## config.mk

```make
export PLATFORM = sky130hd
export DESIGN_NAME = pwi_integ
export DESIGN_NICKNAME = d
export VERILOG_FILES = /design/src/hdl/pid_with_windowed_integral_macros.svh /design/src/hdl/pwi_pkg.sv /design/src/hdl/pwi_integ.sv
export SDC_FILE = /design/constraint.sdc
export NUM_CORES = 1
export LEC_CHECK = 0
export BUFFER_PORTS_ARGS = -buffer_cell sky130_fd_sc_hd__buf_4
export CAP_MARGIN = 30
export CORE_MARGIN = 1.5
export CORE_UTILIZATION = 30
export CTS_CLUSTER_DIAMETER = 120
export DETAILED_ROUTE_END_ITERATION = 16
export GPL_ROUTABILITY_DRIVEN = 1
export SYNTH_ARGS = -nofsm -noshare
export SYNTH_HDL_FRONTEND = slang
export SYNTH_SLANG_ARGS = --single-unit
```

## constraint.sdc

```tcl
create_clock -name clk -period 5.8 [get_ports clk]
set_input_delay 0 -clock clk [delete_from_list [all_inputs] [get_ports clk]]
set_output_delay 0 -clock clk [all_outputs]
set_load 0.01 [all_outputs]
```

## src/hdl/pid_with_windowed_integral_macros.svh

```systemverilog
`ifndef PID_WITH_WINDOWED_INTEGRAL_MACROS_SVH
`define PID_WITH_WINDOWED_INTEGRAL_MACROS_SVH

// Same-cycle check: whenever ANTE holds, CONS must hold too.
`define PWI_ASSERT_HOLDS(lbl, ante, cons, msg) \
  lbl: assert property (@(posedge clk) disable iff (!rst_n) (ante) |-> (cons)) \
    else $error(msg);

// Next-cycle check: whenever ANTE holds, CONS must hold in the next cycle.
`define PWI_ASSERT_NEXT(lbl, ante, cons, msg) \
  lbl: assert property (@(posedge clk) disable iff (!rst_n) (ante) |=> (cons)) \
    else $error(msg);

`endif

```

## src/hdl/pwi_pkg.sv

```systemverilog
`timescale 1ns / 1ps

package pwi_pkg;

  localparam int DATA_W    = 16;
  localparam int ERR_W     = DATA_W + 1;
  localparam int DIFF_W    = ERR_W + 1;
  localparam int SUM_W     = 32;
  localparam int GAIN_W    = 24;
  localparam int WIN_W     = 16;
  localparam int LIM_W     = 15;
  localparam int CFG_W     = 24;
  localparam int CFG_IDX_W = 3;
  localparam int FRAC_BITS = 14;

  // Gains are widened by a zero bit so they multiply as signed values.
  localparam int PROD_P_W = GAIN_W + 1 + ERR_W;
  localparam int PROD_I_W = GAIN_W + 1 + SUM_W;
  localparam int PROD_D_W = GAIN_W + 1 + DIFF_W;
  localparam int ACC_W    = PROD_I_W + 2;
  localparam int SHIFT_W  = ACC_W - FRAC_BITS;

  typedef enum logic [CFG_IDX_W-1:0] {
    CFG_GAIN_P        = 3'd0,
    CFG_GAIN_I        = 3'd1,
    CFG_GAIN_D        = 3'd2,
    CFG_INT_WINDOW    = 3'd3,
    CFG_DRIVE_LIMIT   = 3'd4,
    CFG_MARKER_HOLD   = 3'd5
  } cfg_idx_t;

  localparam logic [GAIN_W-1:0] GAIN_P_RST      = 24'd155648;
  localparam logic [GAIN_W-1:0] GAIN_I_RST      = 24'd410;
  localparam logic [GAIN_W-1:0] GAIN_D_RST      = 24'd16384;
  localparam logic [WIN_W-1:0]  INT_WINDOW_RST  = 16'd900;
  localparam logic [LIM_W-1:0]  DRIVE_LIMIT_RST = 15'd5000;
  localparam logic              MARKER_HOLD_RST = 1'b1;

  localparam logic signed [DATA_W-1:0] MARKER_VALUE = -16'sd3;

  typedef struct packed {
    logic [GAIN_W-1:0] gain_p;
    logic [GAIN_W-1:0] gain_i;
    logic [GAIN_W-1:0] gain_d;
    logic [WIN_W-1:0]  integrate_window;
    logic [LIM_W-1:0]  drive_limit;
    logic              marker_hold_enable;
  } pwi_cfg_t;

  typedef struct packed {
    logic s1_load;
    logic s2_load;
    logic s3_load;
    logic s4_load;
  } pwi_load_t;

endpackage

```

## src/hdl/pwi_integ.sv

```systemverilog
`timescale 1ns / 1ps

module pwi_integ (
  input  logic                                clk,
  input  logic                                rst_n,
  input  pwi_pkg::pwi_load_t                  load,
  input  pwi_pkg::pwi_cfg_t                   cfg,
  input  logic signed [pwi_pkg::DATA_W-1:0]   setpoint,
  input  logic signed [pwi_pkg::DATA_W-1:0]   measured,
  output logic signed [pwi_pkg::ERR_W-1:0]    err,
  output logic signed [pwi_pkg::DIFF_W-1:0]   diff,
  output logic signed [pwi_pkg::SUM_W-1:0]    error_sum
);
  import pwi_pkg::*;

  // err_r also serves as the previous error for the next transaction.
  logic signed [ERR_W-1:0]  err_r, err_nxt;
  logic signed [DIFF_W-1:0] diff_r, diff_nxt;
  logic signed [SUM_W-1:0]  error_sum_r, error_sum_nxt;
  logic        [ERR_W-1:0]  err_mag;
  logic signed [SUM_W:0]    sum_wide;
  logic                     in_window;
  logic                     hold;

  always_comb begin
    err_nxt   = $signed({setpoint[DATA_W-1], setpoint}) - $signed({measured[DATA_W-1], measured});
    err_mag   = err_nxt[ERR_W-1] ? $unsigned(-err_nxt) : $unsigned(err_nxt);
    in_window = err_mag < {1'b0, cfg.integrate_window};
    hold      = cfg.marker_hold_enable && (measured == MARKER_VALUE);
    diff_nxt  = $signed({err_nxt[ERR_W-1], err_nxt}) - $signed({err_r[ERR_W-1], err_r});

    sum_wide = $signed({error_sum_r[SUM_W-1], error_sum_r})
             + $signed({{(SUM_W + 1 - ERR_W){err_nxt[ERR_W-1]}}, err_nxt});

    error_sum_nxt = error_sum_r;
    if (in_window && !hold) begin
      // Overflow shows as the two top bits of the widened sum disagreeing.
      if (sum_wide[SUM_W] != sum_wide[SUM_W-1]) begin
        error_sum_nxt = sum_wide[SUM_W] ? {1'b1, {(SUM_W-1){1'b0}}} : {1'b0, {(SUM_W-1){1'b1}}};
      end else begin
        error_sum_nxt = sum_wide[SUM_W-1:0];
      end
    end
  end

  always_ff @(posedge clk) begin
    if (!rst_n) begin
      err_r       <= '0;
      error_sum_r <= '0;
    end else if (load.s1_load) begin
      err_r       <= err_nxt;
      error_sum_r <= error_sum_nxt;
    end
  end

  always_ff @(posedge clk) begin
    if (load.s1_load) begin
      diff_r <= diff_nxt;
    end
  end

  assign err       = err_r;
  assign diff      = diff_r;
  assign error_sum = error_sum_r;

endmodule

```

==> results.cfg, run 1 <==
[outcome]
status = finished, final reports clean

[route]
avgViaCountPerCell = 5.11
wl_mm = 19.6
drt_iter0_markers = 302
via_count = 6644
ant_nets = 0
wl_per_cell_um = 15.1
drt_pass1_iterations = 5
drc = 0

[grt]
overflow = 0
track_usage_pct = 16.1
grt_max_degree = 52
antenna_found_initial = 0
grt_first_pass_wirelength_mm = 31.4
first_global_vias = 6177

[run]
drv_cap = 0

[synthesis]
synth_area_leaders = ha_1 14%, dfxtp_1 14%, edfxtp_1 7.7%
synth-seq-area-share_pct = 21.6
synth_largest_type_area_fraction_pct = 14.0
synth_area_leader_cell = ha_1
netlist_instances = 875
avgSynthCellArea_um2 = 8.07
ys_ff_latch = 67
synth_nets = 1099
syn_area_um2 = 7060
synth_edf_count = 18
synthFlopType = dfxtp_1
ys_warn_count = 0
async_flop_share_pct = 0
yosysUniqueCellTypes = 82

[place]
hpwl_mm = 15.5
io_buffers = 118
gp_congestion = 0.837
dpl_cell_area_um2 = 8270
dpl.cell_count = 1284

[clock_network]
cts_tree = done
cts-root-buf = clkbuf_16
clk_pin_slew_ns = 0.06
insertion_delay_ns = 0.35
clock-sinks = 67
cts_setup_buffers = 0
postCtsResizedCells = 0
htree_levels = 3
ctsHoldBuffers = 0
cts_buffer_depth = 2
numCtsBuffers = 9

[power]
power_mw = 3.12
power.leakage_nw = 3.88
ir_drop_mv = 0.184
powerDensity_nw_per_um2 = 364

[floorplan]
start_util_pct = 30.9
die_y_um = 156
num_rows = 55
die_w_um = 156
ioPinCount = 209
die-area_um2 = 24500
coreArea_um2 = 22800

[cells_and_area]
n_fill_cell = 2410
drive_above_1_share_pct = 20.1
final_cells = 1300
fin_nets = 1206
final_util_pct = 37.5
n_antenna_cell = 0
stdcell_area_um2 = 8560
syn_to_final_growth_pct = 21.3

[worst_setup_path]
cpMostUsedCell = buf_4
cp-endpoint = error_sum[30]
worstSetupStartpoint = measured[0]
cp-start-kind = input pin
path_max_fanout = 15
max_stage_delay_ns = 0.54
required_ns = 6.03
path_delay_family = compound AO/OA/AOI/OAI gates
worstSetupPathType = in2reg
rrSetupSlack_ns = 2.33
end_kind = register
reg2reg_to = diff[16]
critPathArrivalTime_ns = 5.18
timing.rr.start = err[0]
critPathBufInv = 4
cp_num_cells = 21
worstPathCellList = buf_4 -> ha_1 -> fa_1 -> nor2b_4 -> o2111ai_2 -> a31oi_2 -> o211ai_1 -> a21oi_1 -> a21o_1 -> inv_1 -> ha_1 -> nand4_1 -> nor4_1 -> o211ai_1 -> nor2b_1 -> buf_4 -> o31a_1 -> and4_1 -> nor3b_4 -> buf_4 -> a21oi_1
slowest_stage = ha_1
ff2ff_path_depth = 11

[timing]
slew_headroom_pct = 53.1
setup_viol = 0
slew_viol_final = 0
worstMarginPinSlew_ns = 0.703
max_clock_freq_ghz = 0.202
fin_skew_ns = 0.00704
finalCritPeriodShare_pct = 85.4
fin_tns_setup_ns = 0
period_minus_slack_ns = 4.95
final-hold-violation-count = 0
rsz0062_at_grt = no

[min_path]
hold_class = in2reg
## sequential cells by signal, summed over array words and instances, names as in the netlist
register   cells
error_sum     32
diff          18
err           17
## per-layer routing
layer | part of all wire, % | wire length (µm) | up-vias | GRT usage (%)
met5 | 0 | 0 | - | 0
met4 | 0.92 | 181 | 0 | 4.22
met3 | 4.2 | 819 | 14 | 2.10
met2 | 48 | 9360 | 135 | 28.0
met1 | 47 | 9270 | 3080 | 20.9
li1 | - | - | 3415 | -
## worst min-delay path, delay by kind of cell
family | cells | cell delay (ns)
buffers and inverters | 1 | 0.25
AOI/OAI and AO/OA | 2 | 0.17
## cells by family (layout without fill, tap and decap cells)
logic type,count (synthesis),count (layout),share of synthesized area (%)
XOR/XNOR,54,54,6.97
adder cells (fa/ha/maj),83,83,15.0
multiplexers,11,11,1.58
AND/OR/NAND/NOR,251,251,18.5
AO/OA/AOI/OAI,293,293,29.7
flip-flops,67,67,21.6
buffers and inverters,116,228,6.66
## synthesized netlist by cell type (18+ instances only)
cell type,count
inv_1,80
ha_1,79
nand2_1,67
a21oi_1,61
o21ai_0,59
dfxtp_1,49
nor2_1,45
xnor2_1,35
a21oi_2,22
clkbuf_1,22
nor2b_1,21
a21o_1,20
nand3_1,20
nor3_1,19
edfxtp_1,18
xor2_1,18
## power by group
part	internal, mW	total [mW]	switching [mW]
Combinational	0.819	1.86	1.04
Sequential	0.622	0.707	0.0855
Clock	0.331	0.546	0.214
## cell type report
type	instances	area [µm²]	share of cell area, %
Clock buffer	11	233	2.72
Clock inverter	5	55.1	0.643
Sequential cell	67	1520	17.8
Inverter	81	304	3.55
Tap cell	313	392	4.58
Timing Repair Buffer	131	983	11.5
Multi-Input combinational cell	692	5070	59.2
## worst min path at each step
stage                     startpoint           end  slack, ns  depth (start not counted)
after floorplan              load[3]       diff[0]       0.11                          0
after global placement       diff[0]       diff[0]       0.42                          1
after detailed placement    diff[12]      diff[12]       0.41                          1
after CTS                    load[3]       diff[0]       0.15                          1
after global routing         load[3]       diff[1]       0.17                          1
final                          rst_n  error_sum[6]       0.13                          3
## cell usage in the layout (no fill, tap or decap), types with 10 or more instances in the layout
master / n
buf_4: 131
inv_1: 80
ha_1: 79
nand2_1: 67
a21oi_1: 61
o21ai_0: 59
dfxtp_1: 49
nor2_1: 45
xnor2_1: 35
a21oi_2: 22
nor2b_1: 21
nand3_1: 20
a21o_1: 20
nor3_1: 19
xor2_1: 18
edfxtp_1: 18
o21a_1: 13
a31oi_1: 11
nand4_1: 11
o2111ai_1: 10
and2_1: 10
## per-stage QoR
stage	worst slack, ns	hold slack, ns
6_report	0.849	0.132
5_1_grt	0.365	0.169
4_1_cts	0.871	0.146
3_5_place_dp	0.531	0.412
3_3_place_gp	0.579	0.416
2_1_floorplan	1.01	0.112
Note: power is estimated with default switching activity, not from simulation.
==> inputs of run 2 (changes only) <==
--- a/config.mk
+++ b/config.mk
@@ -8,7 +8,7 @@
 export BUFFER_PORTS_ARGS = -buffer_cell sky130_fd_sc_hd__buf_4
 export CAP_MARGIN = 30
 export CORE_MARGIN = 1.5
-export CORE_UTILIZATION = 30
+export CORE_UTILIZATION = 23
 export CTS_CLUSTER_DIAMETER = 120
 export DETAILED_ROUTE_END_ITERATION = 16
 export GPL_ROUTABILITY_DRIVEN = 1
==> results.cfg, run 2 (same netlist as run 1, synthesis figures left out) <==
[place]
gp_congestion = 0.850
hpwl_mm = 16.3
io_buffers = 118
dpl.cell_count = 1359
dpl_cell_area_um2 = 8350

[clock_network]
postCtsResizedCells = 0
clk_pin_slew_ns = 0.06
ctsHoldBuffers = 0
cts_setup_buffers = 0
cts_buffer_depth = 2
htree_levels = 3
clock-sinks = 67
cts-root-buf = clkbuf_16
insertion_delay_ns = 0.34
cts_tree = done
numCtsBuffers = 9

[floorplan]
coreArea_um2 = 30000
die-area_um2 = 31800
ioPinCount = 209
die_y_um = 178
die_w_um = 178
start_util_pct = 23.6
num_rows = 63

[worst_setup_path]
worstSetupPathType = in2reg
critPathArrivalTime_ns = 5.25
slowest_stage = fa_1
required_ns = 6.07
end_kind = register
rrSetupSlack_ns = 2.30
path_max_fanout = 18
max_stage_delay_ns = 0.46
path_delay_family = simple AND/OR/NAND/NOR gates
critPathBufInv = 4
cpMostUsedCell = buf_4
worstPathCellList = buf_4 -> ha_1 -> fa_1 -> nor2b_4 -> o2111ai_2 -> a31oi_2 -> o211ai_1 -> a21oi_1 -> a21o_1 -> inv_1 -> buf_4 -> ha_1 -> nand2_1 -> nor4_1 -> nand3_1 -> nor3_1 -> nor2_1 -> o31ai_1 -> and4_1 -> nor3b_4 -> buf_4 -> a21oi_2
cp-start-kind = input pin

[outcome]
status = finished, final reports clean

[cells_and_area]
regArea_um2 = 1520
multiInputGateArea_um2 = 5070
largest_reg_flops = 32
fin_nets = 1204
final_cells = 1374
stdcell_area_um2 = 8680
drive_above_1_share_pct = 19.9
n_antenna_cell = 0
mostFrequentLayoutCells = 129 x buf_4, 80 x inv_1, 79 x ha_1
final_common_cell = buf_4
n_fill_cell = 3254
syn_to_final_growth_pct = 23.0

[timing]
fin_skew_ns = 0.00998
fin_tns_setup_ns = 0
rsz0062_at_grt = no
slew_headroom_pct = 50.7
slew_viol_final = 0
setup_viol = 0
final-hold-violation-count = 0
holdWs_ns = 0.149
period_minus_slack_ns = 4.98
finalCritPeriodShare_pct = 85.9
worstMarginPinSlew_ns = 0.740
max_clock_freq_ghz = 0.201

[grt]
antenna_found_initial = 0
grt_first_pass_wirelength_mm = 32.0
track_usage_pct = 12.8
overflow = 0
first_global_vias = 6185
grt_max_degree = 52

[route]
drc = 0
wl_mm = 20.8
wl_per_cell_um = 15.1
drt_iter0_markers = 369
drt_pass1_iterations = 5
ant_nets = 0
avgViaCountPerCell = 4.86
via_count = 6684

[min_path]
hold_class = in2reg

[power]
powerDensity_nw_per_um2 = 371
power.leakage_nw = 3.89
ir_drop_mv = 0.179
power_mw = 3.22

[run]
drv_cap = 0
[run 2: layout make-up]
class	instances	share of cell area, %
Inverter	81	3.50
Clock inverter	5	1.18
Multi-Input combinational cell	692	58.4
Tap cell	390	5.62
Clock buffer	10	2.64
Sequential cell	67	17.5
Timing Repair Buffer	129	11.2
[run 2: routing by layer]
layer  share of wire (%)  wire length (µm)  vias up  GRT usage [%]
li1                    -                 -     3395              -
met1                  47              9830     3111           16.7
met2                  46              9600      162           21.8
met3                 5.4              1120       16           2.22
met4                0.97               202        0           3.13
met5                   0                 0        -              0
[run 2: path summary, 6_finish.rpt]
kind                 from             to  cells past startpoint
max           measured[0]  error_sum[14]                     22
min reg2reg  error_sum[2]   error_sum[2]                      2
max reg2reg        err[0]       diff[16]                     11
min               load[3]        diff[1]                      1
[run 2: report_power, final]
group          internal [mW]  leakage, nW  switching, mW
combinational          0.817         3.15           1.06
sequential             0.622        0.581         0.0874
clock                  0.417        0.159          0.213
[run 2: through the flow]
stage / setup slack (ns) / utilization [%]
global route: 0.412 / 29.0
detailed placement: 0.509 / 27.9
finish: 0.820 / 29.0
floorplan: 1.01 / -
CTS: 0.850 / 29.0
global placement: 0.562 / 27.9
