`src/hdl/pid_with_windowed_integral_macros.svh`:
```
`ifndef PID_WITH_WINDOWED_INTEGRAL_MACROS_SVH
`define PID_WITH_WINDOWED_INTEGRAL_MACROS_SVH

// Same-cycle check: whenever ANTE holds, CONS must hold too.
`define PWI_ASSERT_HOLDS(lbl, ante, cons, msg) \
  lbl: assert property (@(posedge clk) disable iff (!rst_n) (ante) |-> (cons)) \
    else $error(msg);

// Next-cycle check: whenever ANTE holds, CONS must hold in the next cycle.
`define PWI_ASSERT_NEXT(lbl, ante, cons, msg) \
  lbl: assert property (@(posedge clk) disable iff (!rst_n) (ante) |=> (cons)) \
    else $error(msg);

`endif

```
`src/hdl/pwi_pkg.sv`:
```
`timescale 1ns / 1ps

package pwi_pkg;

  localparam int DATA_W    = 16;
  localparam int ERR_W     = DATA_W + 1;
  localparam int DIFF_W    = ERR_W + 1;
  localparam int SUM_W     = 32;
  localparam int GAIN_W    = 24;
  localparam int WIN_W     = 16;
  localparam int LIM_W     = 15;
  localparam int CFG_W     = 24;
  localparam int CFG_IDX_W = 3;
  localparam int FRAC_BITS = 14;

  // Gains are widened by a zero bit so they multiply as signed values.
  localparam int PROD_P_W = GAIN_W + 1 + ERR_W;
  localparam int PROD_I_W = GAIN_W + 1 + SUM_W;
  localparam int PROD_D_W = GAIN_W + 1 + DIFF_W;
  localparam int ACC_W    = PROD_I_W + 2;
  localparam int SHIFT_W  = ACC_W - FRAC_BITS;

  typedef enum logic [CFG_IDX_W-1:0] {
    CFG_GAIN_P        = 3'd0,
    CFG_GAIN_I        = 3'd1,
    CFG_GAIN_D        = 3'd2,
    CFG_INT_WINDOW    = 3'd3,
    CFG_DRIVE_LIMIT   = 3'd4,
    CFG_MARKER_HOLD   = 3'd5
  } cfg_idx_t;

  localparam logic [GAIN_W-1:0] GAIN_P_RST      = 24'd155648;
  localparam logic [GAIN_W-1:0] GAIN_I_RST      = 24'd410;
  localparam logic [GAIN_W-1:0] GAIN_D_RST      = 24'd16384;
  localparam logic [WIN_W-1:0]  INT_WINDOW_RST  = 16'd900;
  localparam logic [LIM_W-1:0]  DRIVE_LIMIT_RST = 15'd5000;
  localparam logic              MARKER_HOLD_RST = 1'b1;

  localparam logic signed [DATA_W-1:0] MARKER_VALUE = -16'sd3;

  typedef struct packed {
    logic [GAIN_W-1:0] gain_p;
    logic [GAIN_W-1:0] gain_i;
    logic [GAIN_W-1:0] gain_d;
    logic [WIN_W-1:0]  integrate_window;
    logic [LIM_W-1:0]  drive_limit;
    logic              marker_hold_enable;
  } pwi_cfg_t;

  typedef struct packed {
    logic s1_load;
    logic s2_load;
    logic s3_load;
    logic s4_load;
  } pwi_load_t;

endpackage

```
`src/hdl/pwi_drive.sv`:
```
`timescale 1ns / 1ps

module pwi_drive (
  input  logic                                  clk,
  input  pwi_pkg::pwi_load_t                    load,
  input  pwi_pkg::pwi_cfg_t                     cfg,
  input  logic signed [pwi_pkg::PROD_P_W-1:0]   prod_p,
  input  logic signed [pwi_pkg::PROD_I_W-1:0]   prod_i,
  input  logic signed [pwi_pkg::PROD_D_W-1:0]   prod_d,
  output logic signed [pwi_pkg::DATA_W-1:0]     drive,
  output logic                                  clamped
);
  import pwi_pkg::*;

  logic signed [ACC_W-1:0]   acc_r, acc_nxt;
  logic signed [SHIFT_W-1:0] shifted;
  logic signed [SHIFT_W-1:0] lim;
  logic signed [DATA_W-1:0]  drive_r, drive_nxt;
  logic                      clamped_r, clamped_nxt;

  always_comb begin
    acc_nxt = $signed({{(ACC_W - PROD_P_W){prod_p[PROD_P_W-1]}}, prod_p})
            + $signed({{(ACC_W - PROD_I_W){prod_i[PROD_I_W-1]}}, prod_i})
            + $signed({{(ACC_W - PROD_D_W){prod_d[PROD_D_W-1]}}, prod_d});
  end

  always_comb begin
    // Dropping the fraction bits of a two's complement value is a floor.
    shifted = acc_r[ACC_W-1:FRAC_BITS];
    lim     = $signed({{(SHIFT_W - LIM_W){1'b0}}, cfg.drive_limit});
    if (shifted > lim) begin
      drive_nxt   = lim[DATA_W-1:0];
      clamped_nxt = 1'b1;
    end else if (shifted < -lim) begin
      drive_nxt   = -$signed(lim[DATA_W-1:0]);
      clamped_nxt = 1'b1;
    end else begin
      drive_nxt   = shifted[DATA_W-1:0];
      clamped_nxt = 1'b0;
    end
  end

  always_ff @(posedge clk) begin
    if (load.s3_load) begin
      acc_r <= acc_nxt;
    end
    if (load.s4_load) begin
      drive_r   <= drive_nxt;
      clamped_r <= clamped_nxt;
    end
  end

  assign drive   = drive_r;
  assign clamped = clamped_r;

endmodule

```
`config.mk`:
```
export PLATFORM = sky130hd
export DESIGN_NAME = pwi_drive
export DESIGN_NICKNAME = d
export VERILOG_FILES = /design/src/hdl/pid_with_windowed_integral_macros.svh /design/src/hdl/pwi_pkg.sv /design/src/hdl/pwi_drive.sv
export SDC_FILE = /design/constraint.sdc
export NUM_CORES = 1
export LEC_CHECK = 0
export ABC_AREA = 1
export BUFFER_PORTS_ARGS = -buffer_cell sky130_fd_sc_hd__buf_4
export CORE_ASPECT_RATIO = 1.25
export CORE_UTILIZATION = 43
export CTS_CLUSTER_SIZE = 8
export DETAILED_ROUTE_END_ITERATION = 8
export PLACE_DENSITY = 0.73
export SLEW_MARGIN = 20
export SYNTH_ARGS = -nofsm -noshare
export SYNTH_HDL_FRONTEND = slang
export SYNTH_SLANG_ARGS = --single-unit
```
`constraint.sdc`:
```
create_clock -name clk -period 5.7 [get_ports clk]
set_clock_uncertainty 0.2 [all_clocks]
set_input_delay 1.425 -clock clk [delete_from_list [all_inputs] [get_ports clk]]
set_output_delay 1.425 -clock clk [all_outputs]
set_load 0.01 [all_outputs]
```
==> impl_metrics.ini, run 1 <==
[power_and_ir_drop]
power_w = 0.00296
power_density_nw_per_um2 = 257
ir_worst_vdd_v = 0.000186
leakage_nw = 5.61

[grt]
grt_overflow = 0
gr-usage-all-layers_pct = 26.9
grt_pass1_wl_um = 47100
grt_max_degree = 46
antenna_found_initial = 0
grt_pass1_vias = 9539

[clock_tree]
clk_pin_slew_ns = 0.05
root_buffer = clkbuf_16
cts_resized = 0
post_cts_buffers = 0
cts-htree-levels = 3
clk_path_buf_depth = 2
hold_buffers = 0
insertion_delay_ns = 0.34
cts-buffers-inserted = 9
cts_tree = done
cts.sinks = 62

[placement]
dpl-instance-area_um2 = 11200
pre_cts_ws_ns = 0.583
port_buffers = 176
place_congestion = 0.945
dp_cells = 1827
dp_hpwl_um = 26800

[timing]
setup_ws_ns = 0.920
hold_viol_final = 0
post-route-period-util_pct = 83.9
worst_slew_pin_slew_ns = 0.650
finalSetupTns_ns = 0
maxSlewViolCount = 0
rsz0062_at_grt = no
slew_headroom_pct = 56.6
max_freq_mhz = 209
setup_viol = 0
period_minus_slack_ns = 4.78

[finish]
num_antenna_cells = 0
final-instance-count-excl-fill = 1843
syn_to_final_growth_pct = 19.6
fin_nets = 1984
drive_gt1_share_pct = 13.8
fill_cells = 2244
final_area_um2 = 11500

[synthesis]
syn-num-nets = 1805
ys_seq_area_share_pct = 19.3
synth_most_common_cell = nand2_1
synth_top_area_share_pct = 19.3
synth_area_leader_cell = edfxtp_1
ys_top_cells_by_area = edfxtp_1, ha_1, nand2_1, fa_1, inv_1
syn_area_um2 = 9640
synth_cells = 1380
synth.distinct_cells = 39
ys_ff_latch = 62
netlist_top_cells_count = nand2_1, inv_1, nor2_1, ha_1, nand3_1
synth_edf_count = 62
avgSynthCellArea_um2 = 6.98
yosys_warnings = 0
synth-main-ff-cell = edfxtp_1
async_flop_share_pct = 0

[worst_setup_path]
cp-start-kind = input port
arrival_ns = 4.65
worst-path-max-fanout = 15
r2r_slack_ns = 2.58
cp_slowest_cell = or2_1
worstSetupPathType = in2reg
path_cells = buf_4 -> inv_1 -> ha_1 -> nand2_2 -> nor2_2 -> nand2_2 -> nor2_4 -> nand4_2 -> or2_1 -> nor2_1 -> ha_1 -> nand2_1 -> inv_1 -> nand2_1 -> nand2_1 -> nand2_1 -> nand2_1 -> a21oi_1 -> nand3_2 -> nand2_1 -> nand2_2 -> nand3_1 -> nand3_1
cp-end-kind = flop
critPathMostFrequentCell = nand2_1
critPathMaxStageDelay_ns = 0.39
worstPathRequired_ns = 5.57

[min_path]
hold_path.class = reg2reg

[routing]
avgRoutedWirePerCell_um = 16.4
dr.pass1.iters = 5
ant_nets = 0
via_per_inst = 5.27
finalWirelength_um = 30300
remaining_drc_errors = 0
drt_iter0_drc = 510
vias = 9713

[die]
rows = 60
ios = 268
die_area_um2 = 23000
die_y_um = 169
core_um2 = 21800
start_util_pct = 44.3
die_x_um = 136

[status]
status = complete, no violations

[run]
cap_viol_max_count = 0
-- kinds of logic (layout without fill, tap and decap cells) --
family	Yosys count	count (layout)	share of synthesized area, %
XOR/XNOR	29	29	2.64
AO/OA/AOI/OAI	196	196	11.2
buffers and inverters	217	401	8.92
AND/OR/NAND/NOR	702	702	30.9
adder cells (fa/ha/maj)	174	174	27.0
flip-flops	62	62	19.3
-- power by group --
group	internal, W	total (W)	switching [W]
combinational	0.000608	0.00167	0.00106
sequential	0.000684	0.000774	0.0000908
clock	0.000331	0.000515	0.000184
-- registers in the layout, summed over array words and instances (netlist names) --
register  flops
clamped       1
acc_r        45
drive        16
-- worst max-delay path: cells and delay by family --
kind,cells,cell delay [ns]
and+or+nand+nor,17,2.19
buffers and inverters,3,0.25
AOI/OAI and AO/OA,1,0.25
adders and majority gates,2,0.51
-- metal layers --
layer	vias to the layer above	part of all wire (%)	GRT usage, %
met3	42	3.9	1.58
met4	0	2.9	9.81
met5	-	0	0
met1	4483	42	32.0
met2	282	51	50.3
li1	4906	-	-
-- layout by cell type, fill, tap and decap left out, types with 6 or more instances in the layout --
cell       netlist  final
a21o_1          13     13
a21oi_1         98     98
a31oi_1          8      8
buf_4            1    178
clkbuf_16        0      9
edfxtp_1        62     62
fa_1            56     56
ha_1           118    118
inv_1          201    201
inv_2            6      6
nand2_1        331    331
nand3_1         99     99
nand3_2          6      6
nand4_1         33     33
nor2_1         196    196
nor3_1          14     14
nor4_1           6      6
o21ai_0         53     53
o21bai_1        11     11
xnor2_1          6      6
xor2_1          23     23
-- area by class of cell --
cell class | count | area (um^2) | area share [%]
Multi-Input combinational cell | 1101 | 6920 | 60.0
Sequential cell | 62 | 1860 | 16.2
Timing Repair Buffer | 178 | 1340 | 11.6
Inverter | 207 | 777 | 6.74
Tap cell | 279 | 349 | 3.03
Clock buffer | 10 | 229 | 1.99
Clock inverter | 6 | 52.6 | 0.456
-- final timing paths --
check | startpoint | to | cells past startpoint
worst max-delay path | cfg[2] | drive[7] | 23
worst min-delay path | acc_r[14] | drive[0] | 2
worst max register to register | acc_r[22] | drive[7] | 11
worst min register to register | acc_r[14] | drive[0] | 2
-- stage by stage --
stage                     hold slack (ns)  util (%)
after global routing                0.482      52.9
after CTS                           0.433      52.9
after detailed placement            0.420      51.6
after floorplan                     0.346         -
after global placement              0.413      51.6
final                               0.432      52.9
No activity file was read; power rests on OpenSTA's default activity.
==> run 2, diff against run 1 <==
--- a/config.mk
+++ b/config.mk
@@ -5,13 +5,13 @@
 export SDC_FILE = /design/constraint.sdc
 export NUM_CORES = 1
 export LEC_CHECK = 0
-export ABC_AREA = 1
+export ABC_AREA = 0
 export BUFFER_PORTS_ARGS = -buffer_cell sky130_fd_sc_hd__buf_4
 export CORE_ASPECT_RATIO = 1.25
 export CORE_UTILIZATION = 43
 export CTS_CLUSTER_SIZE = 8
 export DETAILED_ROUTE_END_ITERATION = 8
-export PLACE_DENSITY = 0.73
+export PLACE_DENSITY = 0.77
 export SLEW_MARGIN = 20
 export SYNTH_ARGS = -nofsm -noshare
 export SYNTH_HDL_FRONTEND = slang
==> constraint.sdc (replaced) <==
create_clock -name clk -period 4.28 [get_ports clk]
set_clock_uncertainty 0.2 [all_clocks]
set_input_delay 1.07 -clock clk [delete_from_list [all_inputs] [get_ports clk]]
set_output_delay 1.07 -clock clk [all_outputs]
set_load 0.01 [all_outputs]
==> run 2 against run 1 <==
  * The flow now finishes with violations (DRC, setup timing)
  * Combinational power rose by 38%
  * Highest routed layer unchanged
  * Area after synthesis fell by 15%
  * Critical endpoint is now drive[2]
  * Die area fell by 15%
  * Total power rose by 39%
  * Critical path type unchanged
==> impl_metrics.ini, run 2 <==
[die]
die_y_um = 156
start_util_pct = 44.6
core_um2 = 18300
die_area_um2 = 19500
ios = 268
die_x_um = 125
rows = 55

[clock_tree]
insertion_delay_ns = 0.33
root_buffer = clkbuf_16
clk_pin_slew_ns = 0.05
cts-buffers-inserted = 9
cts-htree-levels = 3
cts.sinks = 62
clk_path_buf_depth = 2
cts_tree = done

[timing]
maxSlewViolCount = 0
max_freq_mhz = 217
worst_slew_pin_slew_ns = 0.544
setup_ws_ns = -0.322
hold_viol_final = 0
whs_ns = 0.426
slew_headroom_pct = 63.7
period_minus_slack_ns = 4.60
rsz0062_at_grt = yes
post-route-period-util_pct = 108
setup_viol = 17

[synthesis]
ys_top_cells_by_area = edfxtp_1, ha_1, fa_1, a21oi_1, xnor2_1
async_flop_share_pct = 0
synth_top_area_share_pct = 22.8
yosys_warnings = 0
synth.distinct_cells = 81
ys_seq_area_share_pct = 22.8
avgSynthCellArea_um2 = 10.0
ys_ff_latch = 62
netlist_top_cells_count = ha_1, a21oi_1, edfxtp_1, fa_1, nand2_1
synth_cells = 812
synth-main-ff-cell = edfxtp_1
syn_area_um2 = 8160
synth_most_common_cell = ha_1
synth_edf_count = 62
syn-num-nets = 1237
synth_area_leader_cell = edfxtp_1

[routing]
dr.pass1.iters = 7
drt_iter0_drc = 496
via_per_inst = 5.54
remaining_drc_errors = 24
ant_nets = 0
avgRoutedWirePerCell_um = 16.3
vias = 7601
finalWirelength_um = 22400

[finish]
final_common_cell = buf_4
final_area_um2 = 11700
num_antenna_cells = 0
drive_gt1_share_pct = 39.9
final_cell_mix = buf_4, ha_1, a21oi_1, edfxtp_1, fa_1
largest_reg_flops = 45
final-instance-count-excl-fill = 1372
top_register = acc_r
fin_nets = 1564
syn_to_final_growth_pct = 43.7

[worst_setup_path]
arrival_ns = 4.46
cp-end-kind = flop
worstSetupPathType = in2reg
worstPathRequired_ns = 4.14
worst-path-max-fanout = 8
cp-start-kind = input port

[power_and_ir_drop]
power_w = 0.00413
leakage_nw = 5.28
ir_worst_vdd_v = 0.000214
power_density_nw_per_um2 = 352

[grt]
use_met2_pct = 41.8
grt_pass1_vias = 7851
grt_use_met1_pct = 28.6
grt_max_degree = 46
busiest_layer = met2
grt_overflow = 0
grt_pass1_wl_um = 36700
antenna_found_initial = 0
met3_usage_pct = 3.16
gr-usage-all-layers_pct = 23.2

[placement]
dp_hpwl_um = 18200
dp_cells = 1336
place_congestion = 0.899
dpl-instance-area_um2 = 10800
port_buffers = 176

[min_path]
hold_path.class = reg2reg

[status]
violations = DRC, setup timing
status = finished, violations left

[run]
cap_viol_max_count = 0
-- run 2: cell count changes after synthesis, sizes merged, moves of 8 or more --
cell   change
buf        +9
nor4      +10
nor2     -169
nand3     -88
xnor2     +33
nand2    -287
a22oi      +8
mux2i      +9
a21o      +21
inv      -163
a21oi     -19
-- run 2: cell type report --
| type | instances | area [um^2] |
|---|---|---|
| clock buffer | 11 | 233 |
| clock inverter | 5 | 73.8 |
| fill | 1451 | 6580 |
| inverter | 44 | 189 |
| multi-input combinational | 683 | 6440 |
| sequential | 62 | 1860 |
| tap | 228 | 285 |
| timing repair buffer | 339 | 2640 |
-- run 2: path summary, 6_finish.rpt --
check,start,end,slack (ns),cells after the start
worst max-delay path,cfg[2],drive[2],-0.32,19
worst min register to register,acc_r[14],drive[0],0.43,2
worst min-delay path,acc_r[14],drive[0],0.43,2
worst max register to register,acc_r[15],drive[2],1.26,11
-- run 2: timing repair --
action | 4_1_cts | 5_1_grt
setup buffers | 13 | 7
hold buffers | 0 | 0
setup endpoints to repair | 17 | 18
pin swaps | 17 | 26
gates resized for setup | 46 | 46
gates cloned | 3 | 0
-- run 2: cell families after synthesis --
kind of cell | share of synthesized area [%]
multiplexers | 1.10
buffers and inverters | 3.90
adder cells (fa/ha/maj) | 31.8
XOR/XNOR | 6.01
AO/OA/AOI/OAI | 21.4
AND/OR/NAND/NOR | 12.9
flip-flops | 22.8
-- run 2: critical path, cell delays in order --
cell,delay (ns)
buf_8,0.10
buf_12,0.13
inv_16,0.04
ha_4,0.12
nand4_1,0.12
or3_4,0.37
nand3b_1,0.18
buf_6,0.18
nor4_4,0.24
buf_4,0.20
ha_4,0.13
nand4_1,0.13
nor4_2,0.31
o221ai_2,0.13
a211o_1,0.33
buf_6,0.14
nand2_4,0.11
nor4b_2,0.06
a311o_1,0.35
-- run 2: metrics by stage --
stage / worst slack [ns] / setup TNS (ns) / utilization (%)
floorplan: -0.317 / -4.53 / -
global placement: -0.794 / -12.78 / 58.8
detailed placement: -0.872 / -14.49 / 58.8
CTS: -0.271 / -3.34 / 62.5
global route: -0.453 / -6.37 / 64.0
finish: -0.322 / -3.98 / 64.0
-- run 2: power by group --
part | internal [W] | switching [W]
Clock | 0.000505 | 0.000251
Combinational | 0.00114 | 0.00116
Sequential | 0.000924 | 0.000144
Total | 0.00257 | 0.00155
-- run 2: routing by layer --
layer	routed length [um]	vias to the layer above	share of wire (%)
met3	1120	29	5.0
met5	0	-	0
li1	-	3734	-
met1	9660	3598	43
met4	446	0	2.0
met2	11100	240	50
